===== src/rtl/core/spd_pkg.sv =====
package spd_pkg;

   // Default frame store depth in bytes
   localparam int SPD_BUFFER_DEPTH = 256;

   // Action codes
   localparam logic [1:0] ACT_BYTE    = 2'd0;
   localparam logic [1:0] ACT_RELEASE = 2'd1;
   localparam logic [1:0] ACT_READ    = 2'd2;

   // Error codes
   localparam logic [1:0] ERR_NONE     = 2'd0;
   localparam logic [1:0] ERR_HEADER   = 2'd1;
   localparam logic [1:0] ERR_LENGTH   = 2'd2;
   localparam logic [1:0] ERR_CHECKSUM = 2'd3;

   // Frame format
   localparam logic [7:0]  HDR_FIRST       = 8'hEF;
   localparam logic [7:0]  HDR_SECOND      = 8'h01;
   localparam logic [15:0] ADDR_BYTES      = 16'd4;
   localparam logic [7:0]  SPECIAL_ID      = 8'h07;
   localparam logic [7:0]  SPECIAL_LEN_LOW = 8'h19;
   localparam logic [15:0] SPECIAL_ADJUST  = 16'd6;

   typedef struct packed {
      logic [1:0] action;
      logic [7:0] rx_byte;
      logic [7:0] read_index;
   } req_type;

   typedef struct packed {
      logic        frame_done;
      logic [1:0]  error_kind;
      logic        receiving;
      logic [7:0]  packet_id;
      logic [15:0] payload_length;
      logic [7:0]  read_data;
   } rsp_type;

endpackage


===== src/rtl/core/spd_intf.sv =====
interface spd_req_if import spd_pkg::*; ();
   logic    valid;
   logic    ready;
   req_type data;

   modport source (output valid, output data, input ready);
   modport sink (input valid, input data, output ready);
endinterface

interface spd_rsp_if import spd_pkg::*; ();
   logic    valid;
   logic    ready;
   rsp_type data;

   modport source (output valid, output data, input ready);
   modport sink (input valid, input data, output ready);
endinterface


===== src/rtl/core/spd_frame_store.sv =====
module spd_frame_store import spd_pkg::*; #(
   parameter int DEPTH = SPD_BUFFER_DEPTH,
   localparam int AW = $clog2(DEPTH)
) (
   input  logic          clock,
   input  logic          wr_en,
   input  logic [AW-1:0] wr_addr,
   input  logic [7:0]    wr_data,
   input  logic          rd_en,
   input  logic [AW-1:0] rd_addr,
   output logic [7:0]    rd_data
);

   logic [7:0] mem [DEPTH];
   logic [7:0] rd_data_ff;

   always_ff @(posedge clock) begin
      if (wr_en) begin
         mem[wr_addr] <= wr_data;
      end
   end

   // read data only moves on a read, so it holds through an output stall
   always_ff @(posedge clock) begin
      if (rd_en) begin
         rd_data_ff <= mem[rd_addr];
      end
   end

   assign rd_data = rd_data_ff;

endmodule


===== src/rtl/core/sensor_packet_deframer.sv =====
// Sensor packet deframer.
// req_chan carries one word per action: a received link byte, a release of
// the held frame, or a read of a buffered byte. rsp_chan returns exactly one
// word for every accepted request, in order.
// Frame: EF 01, four address bytes, id, length (hi, lo), length-2 data
// bytes, checksum (hi, lo). The whole frame is written to an on-chip byte
// buffer as it arrives; a running sum replaces any pass over the buffer.
// The response is registered and valid in the cycle after the request is accepted.
// Throughput: one word per cycle unless rsp_chan stalls; each word does at most
// one buffer write or read; the buffer's single write and read port set that figure.
// Read data comes straight from the buffer's registered read port, which
// doubles as the output register.
// Stall: while rsp_chan.ready is low the response holds and req_chan.ready
// drops; a new request is taken in the cycle the held one is taken.
// Reset (synchronous) returns to header hunt with no frame held; buffer
// contents are not cleared and no clearing pass is needed.
module sensor_packet_deframer import spd_pkg::*; #(
   parameter int BUFFER_DEPTH = SPD_BUFFER_DEPTH,
   localparam int AW = $clog2(BUFFER_DEPTH)
) (
   input logic       clock,
   input logic       reset,
   spd_req_if.sink   req_chan,
   spd_rsp_if.source rsp_chan
);

   typedef enum logic [2:0] {
      PH_IDLE,
      PH_HDR2,
      PH_ADDR,
      PH_ID,
      PH_LEN_HI,
      PH_LEN_LO,
      PH_DATA,
      PH_CSUM_LO
   } phase_type;

   // frame state
   phase_type   phase_ff, phase_in;
   logic [15:0] count_ff, count_in;
   logic [7:0]  id_ff, id_in;
   logic [15:0] len_ff, len_in;
   logic [15:0] sum_ff, sum_in;
   logic [7:0]  csum_hi_ff, csum_hi_in;
   logic        done_ff, done_in;

   // output stage
   logic        rsp_valid_ff;
   logic        rsp_done_ff;
   logic [1:0]  rsp_err_ff;
   logic        rsp_recv_ff;
   logic [7:0]  rsp_id_ff;
   logic [15:0] rsp_len_ff;
   logic        rsp_rd_sel_ff;
   logic [1:0]  err_in;
   logic        rd_sel_in;

   // buffer ports
   logic          wr_en;
   logic [15:0]   wr_pos;
   logic [AW-1:0] wr_addr;
   logic          rd_en;
   logic [AW-1:0] rd_addr;
   logic [7:0]    rd_data;
   logic [AW+7:0] idx_ext;

   logic          accept;
   req_type       req;
   logic [15:0]   count_dec;
   logic [15:0]   sum_chk;
   logic [16:0]   frame_end;

   assign req    = req_chan.data;
   assign req_chan.ready = !rsp_valid_ff || rsp_chan.ready;
   assign accept = req_chan.valid && req_chan.ready;

   assign count_dec = count_ff - 16'd1;
   // end of frame from the length being completed by this byte
   assign frame_end = {1'b0, len_ff[15:8], req.rx_byte} + 17'd9;
   assign idx_ext   = {{AW{1'b0}}, req.read_index};
   assign rd_addr   = idx_ext[AW-1:0];
   assign wr_addr   = wr_pos[AW-1:0];

   // checksum with the id 7 / length low 0x19 quirk
   always_comb begin
      sum_chk = sum_ff;
      if (id_ff == SPECIAL_ID && len_ff[7:0] == SPECIAL_LEN_LOW) begin
         sum_chk = sum_ff - SPECIAL_ADJUST;
      end
   end

   always_comb begin
      phase_in   = phase_ff;
      count_in   = count_ff;
      id_in      = id_ff;
      len_in     = len_ff;
      sum_in     = sum_ff;
      csum_hi_in = csum_hi_ff;
      done_in    = done_ff;
      err_in     = ERR_NONE;
      rd_sel_in  = 1'b0;
      wr_en      = 1'b0;
      wr_pos     = 16'd0;
      rd_en      = 1'b0;

      if (accept) begin
         unique case (req.action)
            ACT_BYTE: begin
               if (!done_ff) begin
                  unique case (phase_ff)
                     PH_IDLE: begin
                        if (req.rx_byte == HDR_FIRST) begin
                           wr_en    = 1'b1;
                           wr_pos   = 16'd0;
                           phase_in = PH_HDR2;
                        end
                     end
                     PH_HDR2: begin
                        if (req.rx_byte == HDR_SECOND) begin
                           wr_en    = 1'b1;
                           wr_pos   = 16'd1;
                           count_in = ADDR_BYTES;
                           phase_in = PH_ADDR;
                        end else begin
                           phase_in = PH_IDLE;
                           err_in   = ERR_HEADER;
                        end
                     end
                     PH_ADDR: begin
                        // positions 2..5 as the count runs 4..1
                        wr_en    = 1'b1;
                        wr_pos   = 16'd2 + (ADDR_BYTES - {13'd0, count_ff[2:0]});
                        count_in = count_dec;
                        if (count_dec == 16'd0 || count_dec > ADDR_BYTES) begin
                           count_in = 16'd0;
                           phase_in = PH_ID;
                        end
                     end
                     PH_ID: begin
                        wr_en    = 1'b1;
                        wr_pos   = 16'd6;
                        id_in    = req.rx_byte;
                        sum_in   = {8'd0, req.rx_byte};
                        phase_in = PH_LEN_HI;
                     end
                     PH_LEN_HI: begin
                        wr_en    = 1'b1;
                        wr_pos   = 16'd7;
                        len_in   = {req.rx_byte, 8'd0};
                        sum_in   = sum_ff + {8'd0, req.rx_byte};
                        phase_in = PH_LEN_LO;
                     end
                     PH_LEN_LO: begin
                        wr_en  = 1'b1;
                        wr_pos = 16'd8;
                        len_in = {len_ff[15:8], req.rx_byte};
                        sum_in = sum_ff + {8'd0, req.rx_byte};
                        if (len_in < 16'd2 || 32'(frame_end) > 32'(BUFFER_DEPTH)) begin
                           phase_in = PH_IDLE;
                           err_in   = ERR_LENGTH;
                        end else begin
                           count_in = len_in - 16'd1;
                           phase_in = PH_DATA;
                        end
                     end
                     PH_DATA: begin
                        wr_en  = 1'b1;
                        wr_pos = 16'd9 + len_ff - 16'd1 - count_ff;
                        if (count_ff <= 16'd1) begin
                           // last one here is the checksum high byte
                           csum_hi_in = req.rx_byte;
                           count_in   = 16'd0;
                           phase_in   = PH_CSUM_LO;
                        end else begin
                           sum_in   = sum_ff + {8'd0, req.rx_byte};
                           count_in = count_dec;
                        end
                     end
                     PH_CSUM_LO: begin
                        wr_en  = 1'b1;
                        wr_pos = 16'd8 + len_ff;
                        if (sum_chk == {csum_hi_ff, req.rx_byte}) begin
                           done_in = 1'b1;
                        end else begin
                           err_in = ERR_CHECKSUM;
                        end
                        phase_in = PH_IDLE;
                     end
                     default: begin
                        phase_in = PH_IDLE;
                     end
                  endcase
               end
            end
            ACT_RELEASE: begin
               done_in  = 1'b0;
               phase_in = PH_IDLE;
               count_in = 16'd0;
            end
            ACT_READ: begin
               if (32'(req.read_index) < 32'(BUFFER_DEPTH)) begin
                  rd_en     = 1'b1;
                  rd_sel_in = 1'b1;
               end
            end
            default: begin
            end
         endcase
      end
   end

   always_ff @(posedge clock) begin
      if (reset) begin
         phase_ff     <= PH_IDLE;
         count_ff     <= 16'd0;
         id_ff        <= 8'd0;
         len_ff       <= 16'd0;
         sum_ff       <= 16'd0;
         csum_hi_ff   <= 8'd0;
         done_ff      <= 1'b0;
         rsp_valid_ff <= 1'b0;
      end else begin
         phase_ff   <= phase_in;
         count_ff   <= count_in;
         id_ff      <= id_in;
         len_ff     <= len_in;
         sum_ff     <= sum_in;
         csum_hi_ff <= csum_hi_in;
         done_ff    <= done_in;
         if (accept) begin
            rsp_valid_ff <= 1'b1;
         end else if (rsp_chan.ready) begin
            rsp_valid_ff <= 1'b0;
         end
      end
   end

   // response payload, loaded with each accepted request
   always_ff @(posedge clock) begin
      if (accept) begin
         rsp_done_ff   <= done_in;
         rsp_err_ff    <= err_in;
         rsp_recv_ff   <= (phase_in != PH_IDLE);
         rsp_id_ff     <= id_in;
         rsp_len_ff    <= len_in;
         rsp_rd_sel_ff <= rd_sel_in;
      end
   end

   spd_frame_store #(
      .DEPTH (BUFFER_DEPTH)
   ) u_store (
      .clock   (clock),
      .wr_en   (wr_en),
      .wr_addr (wr_addr),
      .wr_data (req.rx_byte),
      .rd_en   (rd_en),
      .rd_addr (rd_addr),
      .rd_data (rd_data)
   );

   assign rsp_chan.valid                = rsp_valid_ff;
   assign rsp_chan.data.frame_done      = rsp_done_ff;
   assign rsp_chan.data.error_kind      = rsp_err_ff;
   assign rsp_chan.data.receiving       = rsp_recv_ff;
   assign rsp_chan.data.packet_id       = rsp_id_ff;
   assign rsp_chan.data.payload_length  = rsp_len_ff;
   assign rsp_chan.data.read_data       = rsp_rd_sel_ff ? rd_data : 8'd0;

endmodule

===== src/flat_wrapper.sv =====
// flat-port wrapper written by rule: the top's interface ports become plain ports
module sensor_packet_deframer_flat import spd_pkg::*;
#(
   parameter int BUFFER_DEPTH = SPD_BUFFER_DEPTH,
   localparam int AW = $clog2(BUFFER_DEPTH)
)
  (clock, reset, req_chan_valid, req_chan_data, req_chan_ready, rsp_chan_valid, rsp_chan_data, rsp_chan_ready);
  spd_req_if req_chan_i ();
  spd_rsp_if rsp_chan_i ();
  input logic clock;
  input logic reset;
  input wire logic [$bits(req_chan_i.valid)-1:0] req_chan_valid;
  input wire logic [$bits(req_chan_i.data)-1:0] req_chan_data;
  output wire logic [$bits(req_chan_i.ready)-1:0] req_chan_ready;
  output wire logic [$bits(rsp_chan_i.valid)-1:0] rsp_chan_valid;
  output wire logic [$bits(rsp_chan_i.data)-1:0] rsp_chan_data;
  input wire logic [$bits(rsp_chan_i.ready)-1:0] rsp_chan_ready;
  assign req_chan_i.valid = req_chan_valid;
  assign req_chan_i.data = req_chan_data;
  assign req_chan_ready = req_chan_i.ready;
  assign rsp_chan_valid = rsp_chan_i.valid;
  assign rsp_chan_data = rsp_chan_i.data;
  assign rsp_chan_i.ready = rsp_chan_ready;
  sensor_packet_deframer #(.BUFFER_DEPTH(BUFFER_DEPTH)) u_core (.clock(clock), .reset(reset), .req_chan(req_chan_i), .rsp_chan(rsp_chan_i));
endmodule

===== config.mk =====
export PLATFORM = sky130hd
export DESIGN_NAME = sensor_packet_deframer_flat
export DESIGN_NICKNAME = d
export VERILOG_FILES = /design/src/rtl/core/spd_pkg.sv /design/src/rtl/core/spd_intf.sv /design/src/rtl/core/spd_frame_store.sv /design/src/rtl/core/sensor_packet_deframer.sv /design/src/flat_wrapper.sv
export SDC_FILE = /design/constraint.sdc
export NUM_CORES = 2
export LEC_CHECK = 0
export BUFFER_PORTS_ARGS = -buffer_cell sky130_fd_sc_hd__buf_2
export CORE_UTILIZATION = 40
export CTS_BUF_LIST = sky130_fd_sc_hd__clkbuf_8
export CTS_CLUSTER_DIAMETER = 120
export DETAILED_ROUTE_END_ITERATION = 16
export PLACE_DENSITY = 0.57
export REMOVE_ABC_BUFFERS = 1
export SYNTH_ARGS = -nofsm -noshare
export SYNTH_HDL_FRONTEND = slang
export SYNTH_SLANG_ARGS = --single-unit

===== constraint.sdc =====
create_clock -name clock -period 11.9 [get_ports clock]
set_clock_uncertainty 0.2 [all_clocks]
set_input_delay 0.595 -clock clock [delete_from_list [all_inputs] [get_ports clock]]
set_output_delay 0.595 -clock clock [all_outputs]
set_load 0.005 [all_outputs]

==> out/results.md <==
Synth
- **fraction of post-synthesis cell area in the top cell type by area** 0.729
- **Yosys warning total** 0
- **proportion of register bits with asynchronous set or reset after synthesis** 0
- **Synth Flop Type** sky130_fd_sc_hd__edfxtp_1
- **post-synthesis cell type with the largest combined area** sky130_fd_sc_hd__edfxtp_1
- **count of cell types in the netlist** 90
- **main area contributors after synthesis** sky130_fd_sc_hd__edfxtp_1, sky130_fd_sc_hd__mux4_2, sky130_fd_sc_hd__dfxtp_1
- **flip-flop and latch count after synthesis** 2154
- **proportion of synthesized chip area in sequential cells** 0.745
- **number of synthesized flops with an enable pin** 2085
- **synthesized instance count** 4149
- **most frequent cells after synthesis** sky130_fd_sc_hd__edfxtp_1, sky130_fd_sc_hd__mux4_2, sky130_fd_sc_hd__nor2_1
- **post-synthesis instance area** 0.0859 mm²
- **most common cell in the synthesized netlist** sky130_fd_sc_hd__edfxtp_1
- **Mean Syn Cell Area** 20.7 µm²

STA
- **relative max-transition margin** 0.0574
- **unrepaired setup endpoints after global routing** false
- **post-layout minimum cycle time** 5.61 ns
- **Worst Tran Pin Value** 1.40 ns
- **aggregate negative setup slack** 0 ns
- **Final Hold Fails** 0
- **slack of the critical path** 6.29 ns
- **number of setup violations in the final report** 0
- **period utilisation layout** 0.472
- **final-report max-slew violation count** 0
- **Min Hold Slack** 0.125 ns
- **highest clock frequency the design can meet** 0.178 GHz

Global route
- **Overall Global Routing Usage** 0.202
- **overflow left after global routing** 0
- **GRT busiest layer** met2
- **wire length of the first global-routing pass** 316 mm
- **initial antenna violation count** 7
- **maximum number of pins on one net before global-route repair** 199
- **number of global-route vias before repair** 44000
- **global-route track usage on met1** 0.288
- **Global Route met2 Usage** 0.320
- **global routing usage on met3** 0.0343

Routing
- **DRC viols** 0
- **DRT Pass-1 Iters** 6
- **Avg Vias per Cell** 5.72
- **routed wire length** 219 mm
- **via count** 43100
- **violation count after the first detailed-route iteration** 4499
- **DRT antenna net count** 0
- **average routed wire per standard cell** 29.0 µm

Floorplanning
- **Std-Cell Rows** 169
- **starting density of the core** 0.404
- **# IOs** 60
- **area of the die** 0.217 mm²
- **Chip Height** 466 µm
- **standard cell core area** 0.213 mm²
- **Die Width** 466 µm

Place
- **GPL Wtd Cong** 0.822
- **Buffers on Ports** 59
- **total half-perimeter wirelength after legalization and detailed placement** 130 mm
- **count of placed standard cells including taps** 6885
- **dpl cell area** 0.0899 mm²
- **pre-CTS worst setup slack** 6.01 ns

Final layout
- **share of layout cells above drive strength 1** 0.271
- **final instance area** 0.0965 mm²
- **layout-stage area growth over the synthesis result** 12.3%
- **fin cells** 7536
- **fin nets** 4509
- **end-of-flow core utilization** 0.454

Power
- **design internal power** 11.7 mW
- **Worst VDD drop** 0.0727 mV
- **fraction of power consumed by the clock network** 0.399
- **relative contribution of combinational cells to total power** 0.047
- **Total Power** 15.0 mW
- **switching power** 3.35 mW
- **leakage power** 30.2 nW
- **total power density per cell area** 156 mW/mm²
- **register share of total power** 0.553
- **sw frac** 0.223

CTS
- **post-CTS repair timing setup buffer count** 0
- **Sinks on Clock Net** 2154
- **Num CTS Buffers** 367
- **CTS resizes** 0
- **CTS clk-pin slew, worst paths** 0.06 ns
- **number of hold-repair buffers added at the cts stage** 14
- **TritonCTS clock tree** built
- **cell at the root of the clock tree** sky130_fd_sc_hd__clkbuf_8
- **clock latency on the worst-skew pair** 1.07 ns
- **H-tree lvl count** 5
- **maximum root-to-sink buffer count** 4

Critical path
- **WP data required** 12.34 ns
- **path type of the worst setup path** flip-flop to flip-flop
- **critical-path maximum fanout** 14
- **critical path launch point type** flip-flop
- **sort of element at the end of the critical path** flip-flop
- **Arrival @ worst endpoint** 6.05 ns

Run
- **number of max-cap violations** 0

Min path
- **Hold/Removal Path Class** primary input to flip-flop

Status
- **outcome** finished clean

[cells by family after synthesis]
group / Yosys count / synth area share
XOR/XNOR: 59 / 0.00601
AO/OA/AOI/OAI: 271 / 0.0234
buffers and inverters: 298 / 0.0135
adder cells (fa/ha/maj): 39 / 0.00585
multiplexers: 644 / 0.168
AND/OR/NAND/NOR: 684 / 0.0384
flip-flops: 2154 / 0.745
[cell type report]
| class | instances | area [µm²] |
|---|---|---|
| Antenna cell | 1 | 2.50 |
| Fill cell | 18100 | 116000 |
| Tap cell | 2821 | 3530 |
| Clock inverter | 256 | 1240 |
| Multi-Input combinational cell | 1697 | 20900 |
| Clock buffer | 379 | 5220 |
| Timing Repair Buffer | 183 | 1440 |
| Inverter | 45 | 169 |
| Sequential cell | 2154 | 64000 |
[state kept, by name, summed over array words and instances (netlist names)]
signal / flops
u_core.u_store.mem: 2048
u_core.count_ff: 16
u_core.len_ff: 16
u_core.rsp_len_ff: 16
u_core.sum_ff: 16
u_core.csum_hi_ff: 8
u_core.id_ff: 8
u_core.rsp_id_ff: 8
u_core.u_store.rd_data: 8
u_core.phase_ff: 3
u_core.rsp_err_ff: 2
u_core.done_ff: 1
u_core.rsp_chan.valid: 1
u_core.rsp_done_ff: 1
u_core.rsp_rd_sel_ff: 1
u_core.rsp_recv_ff: 1
[cells in the final DEF (no fill, tap or decap), drive strengths merged, types with 7 or more instances in the layout]
cell type,netlist,final
nand4,16,16
nor3b,7,7
xnor2,34,34
nor2,268,268
nor2b,15,15
dfxtp,69,69
o211ai,8,8
xor2,25,25
a22o,34,34
nand3b,7,7
inv,44,163
nor4,18,18
clkinvlp,0,8
a22oi,51,51
nand2b,10,10
nor4b,7,7
buf,76,168
mux4,640,640
nand2,121,121
or3,14,14
o21ai,25,25
o221ai,8,8
ha,37,37
nor3,90,90
bufinv,0,8
a31oi,8,8
edfxtp,2085,2085
clkinv,1,122
dlygate4sd3,0,14
clkbuf,177,380
o22ai,7,7
a21oi,49,49
a221oi,20,20
and2,37,37
nand3,40,40
[per-layer routing]
metal	share of wire	wire length (µm)
met4	0.022	4800
met5	0	0
met1	0.43	94700
met3	0.063	13700
met2	0.48	105000
[worst paths after layout]
kind         depth (start not counted)                              start                                    to  slack, ns
max                                 11    u_core.count_ff[1]$_SDFFE_PP0P_  u_core.u_store.mem[158][2]$_DFFE_PP_       6.29
min                                  3                   req_chan_data[6]   u_core.u_store.rd_data[2]$_DFFE_PP_       0.12
max reg2reg                         11    u_core.count_ff[1]$_SDFFE_PP0P_  u_core.u_store.mem[158][2]$_DFFE_PP_       6.29
min reg2reg                          2  u_core.csum_hi_ff[1]$_SDFFE_PP0P_     u_core.csum_hi_ff[1]$_SDFFE_PP0P_       0.27
[worst max-delay path, stage by stage (launching register included)]
cell and delay (ns):
sky130_fd_sc_hd__dfxtp_1 0.45, sky130_fd_sc_hd__inv_1 0.17, sky130_fd_sc_hd__ha_1 0.31, sky130_fd_sc_hd__ha_1 0.16, sky130_fd_sc_hd__inv_1 0.06, sky130_fd_sc_hd__fa_1 0.47
sky130_fd_sc_hd__xor2_1 0.18, sky130_fd_sc_hd__mux2i_1 0.13, sky130_fd_sc_hd__a221oi_1 0.15, sky130_fd_sc_hd__nor3_1 0.61, sky130_fd_sc_hd__nand3_2 0.86, sky130_fd_sc_hd__nor3_1 1.40
[power by group through the flow]
stage / Combinational (mW) / Clock (mW) / Sequential [mW]
6_report: 0.714 / 6.01 / 8.32
5_1_grt: 0.753 / 6.47 / 8.32
3_3_place_gp: 0.716 / 0 / 8.48
3_5_place_dp: 0.722 / 0 / 8.48
2_1_floorplan: 0.294 / 0 / 8.48
4_1_cts: 0.726 / 6.15 / 8.32
No activity file was read; power rests on OpenSTA's default activity.
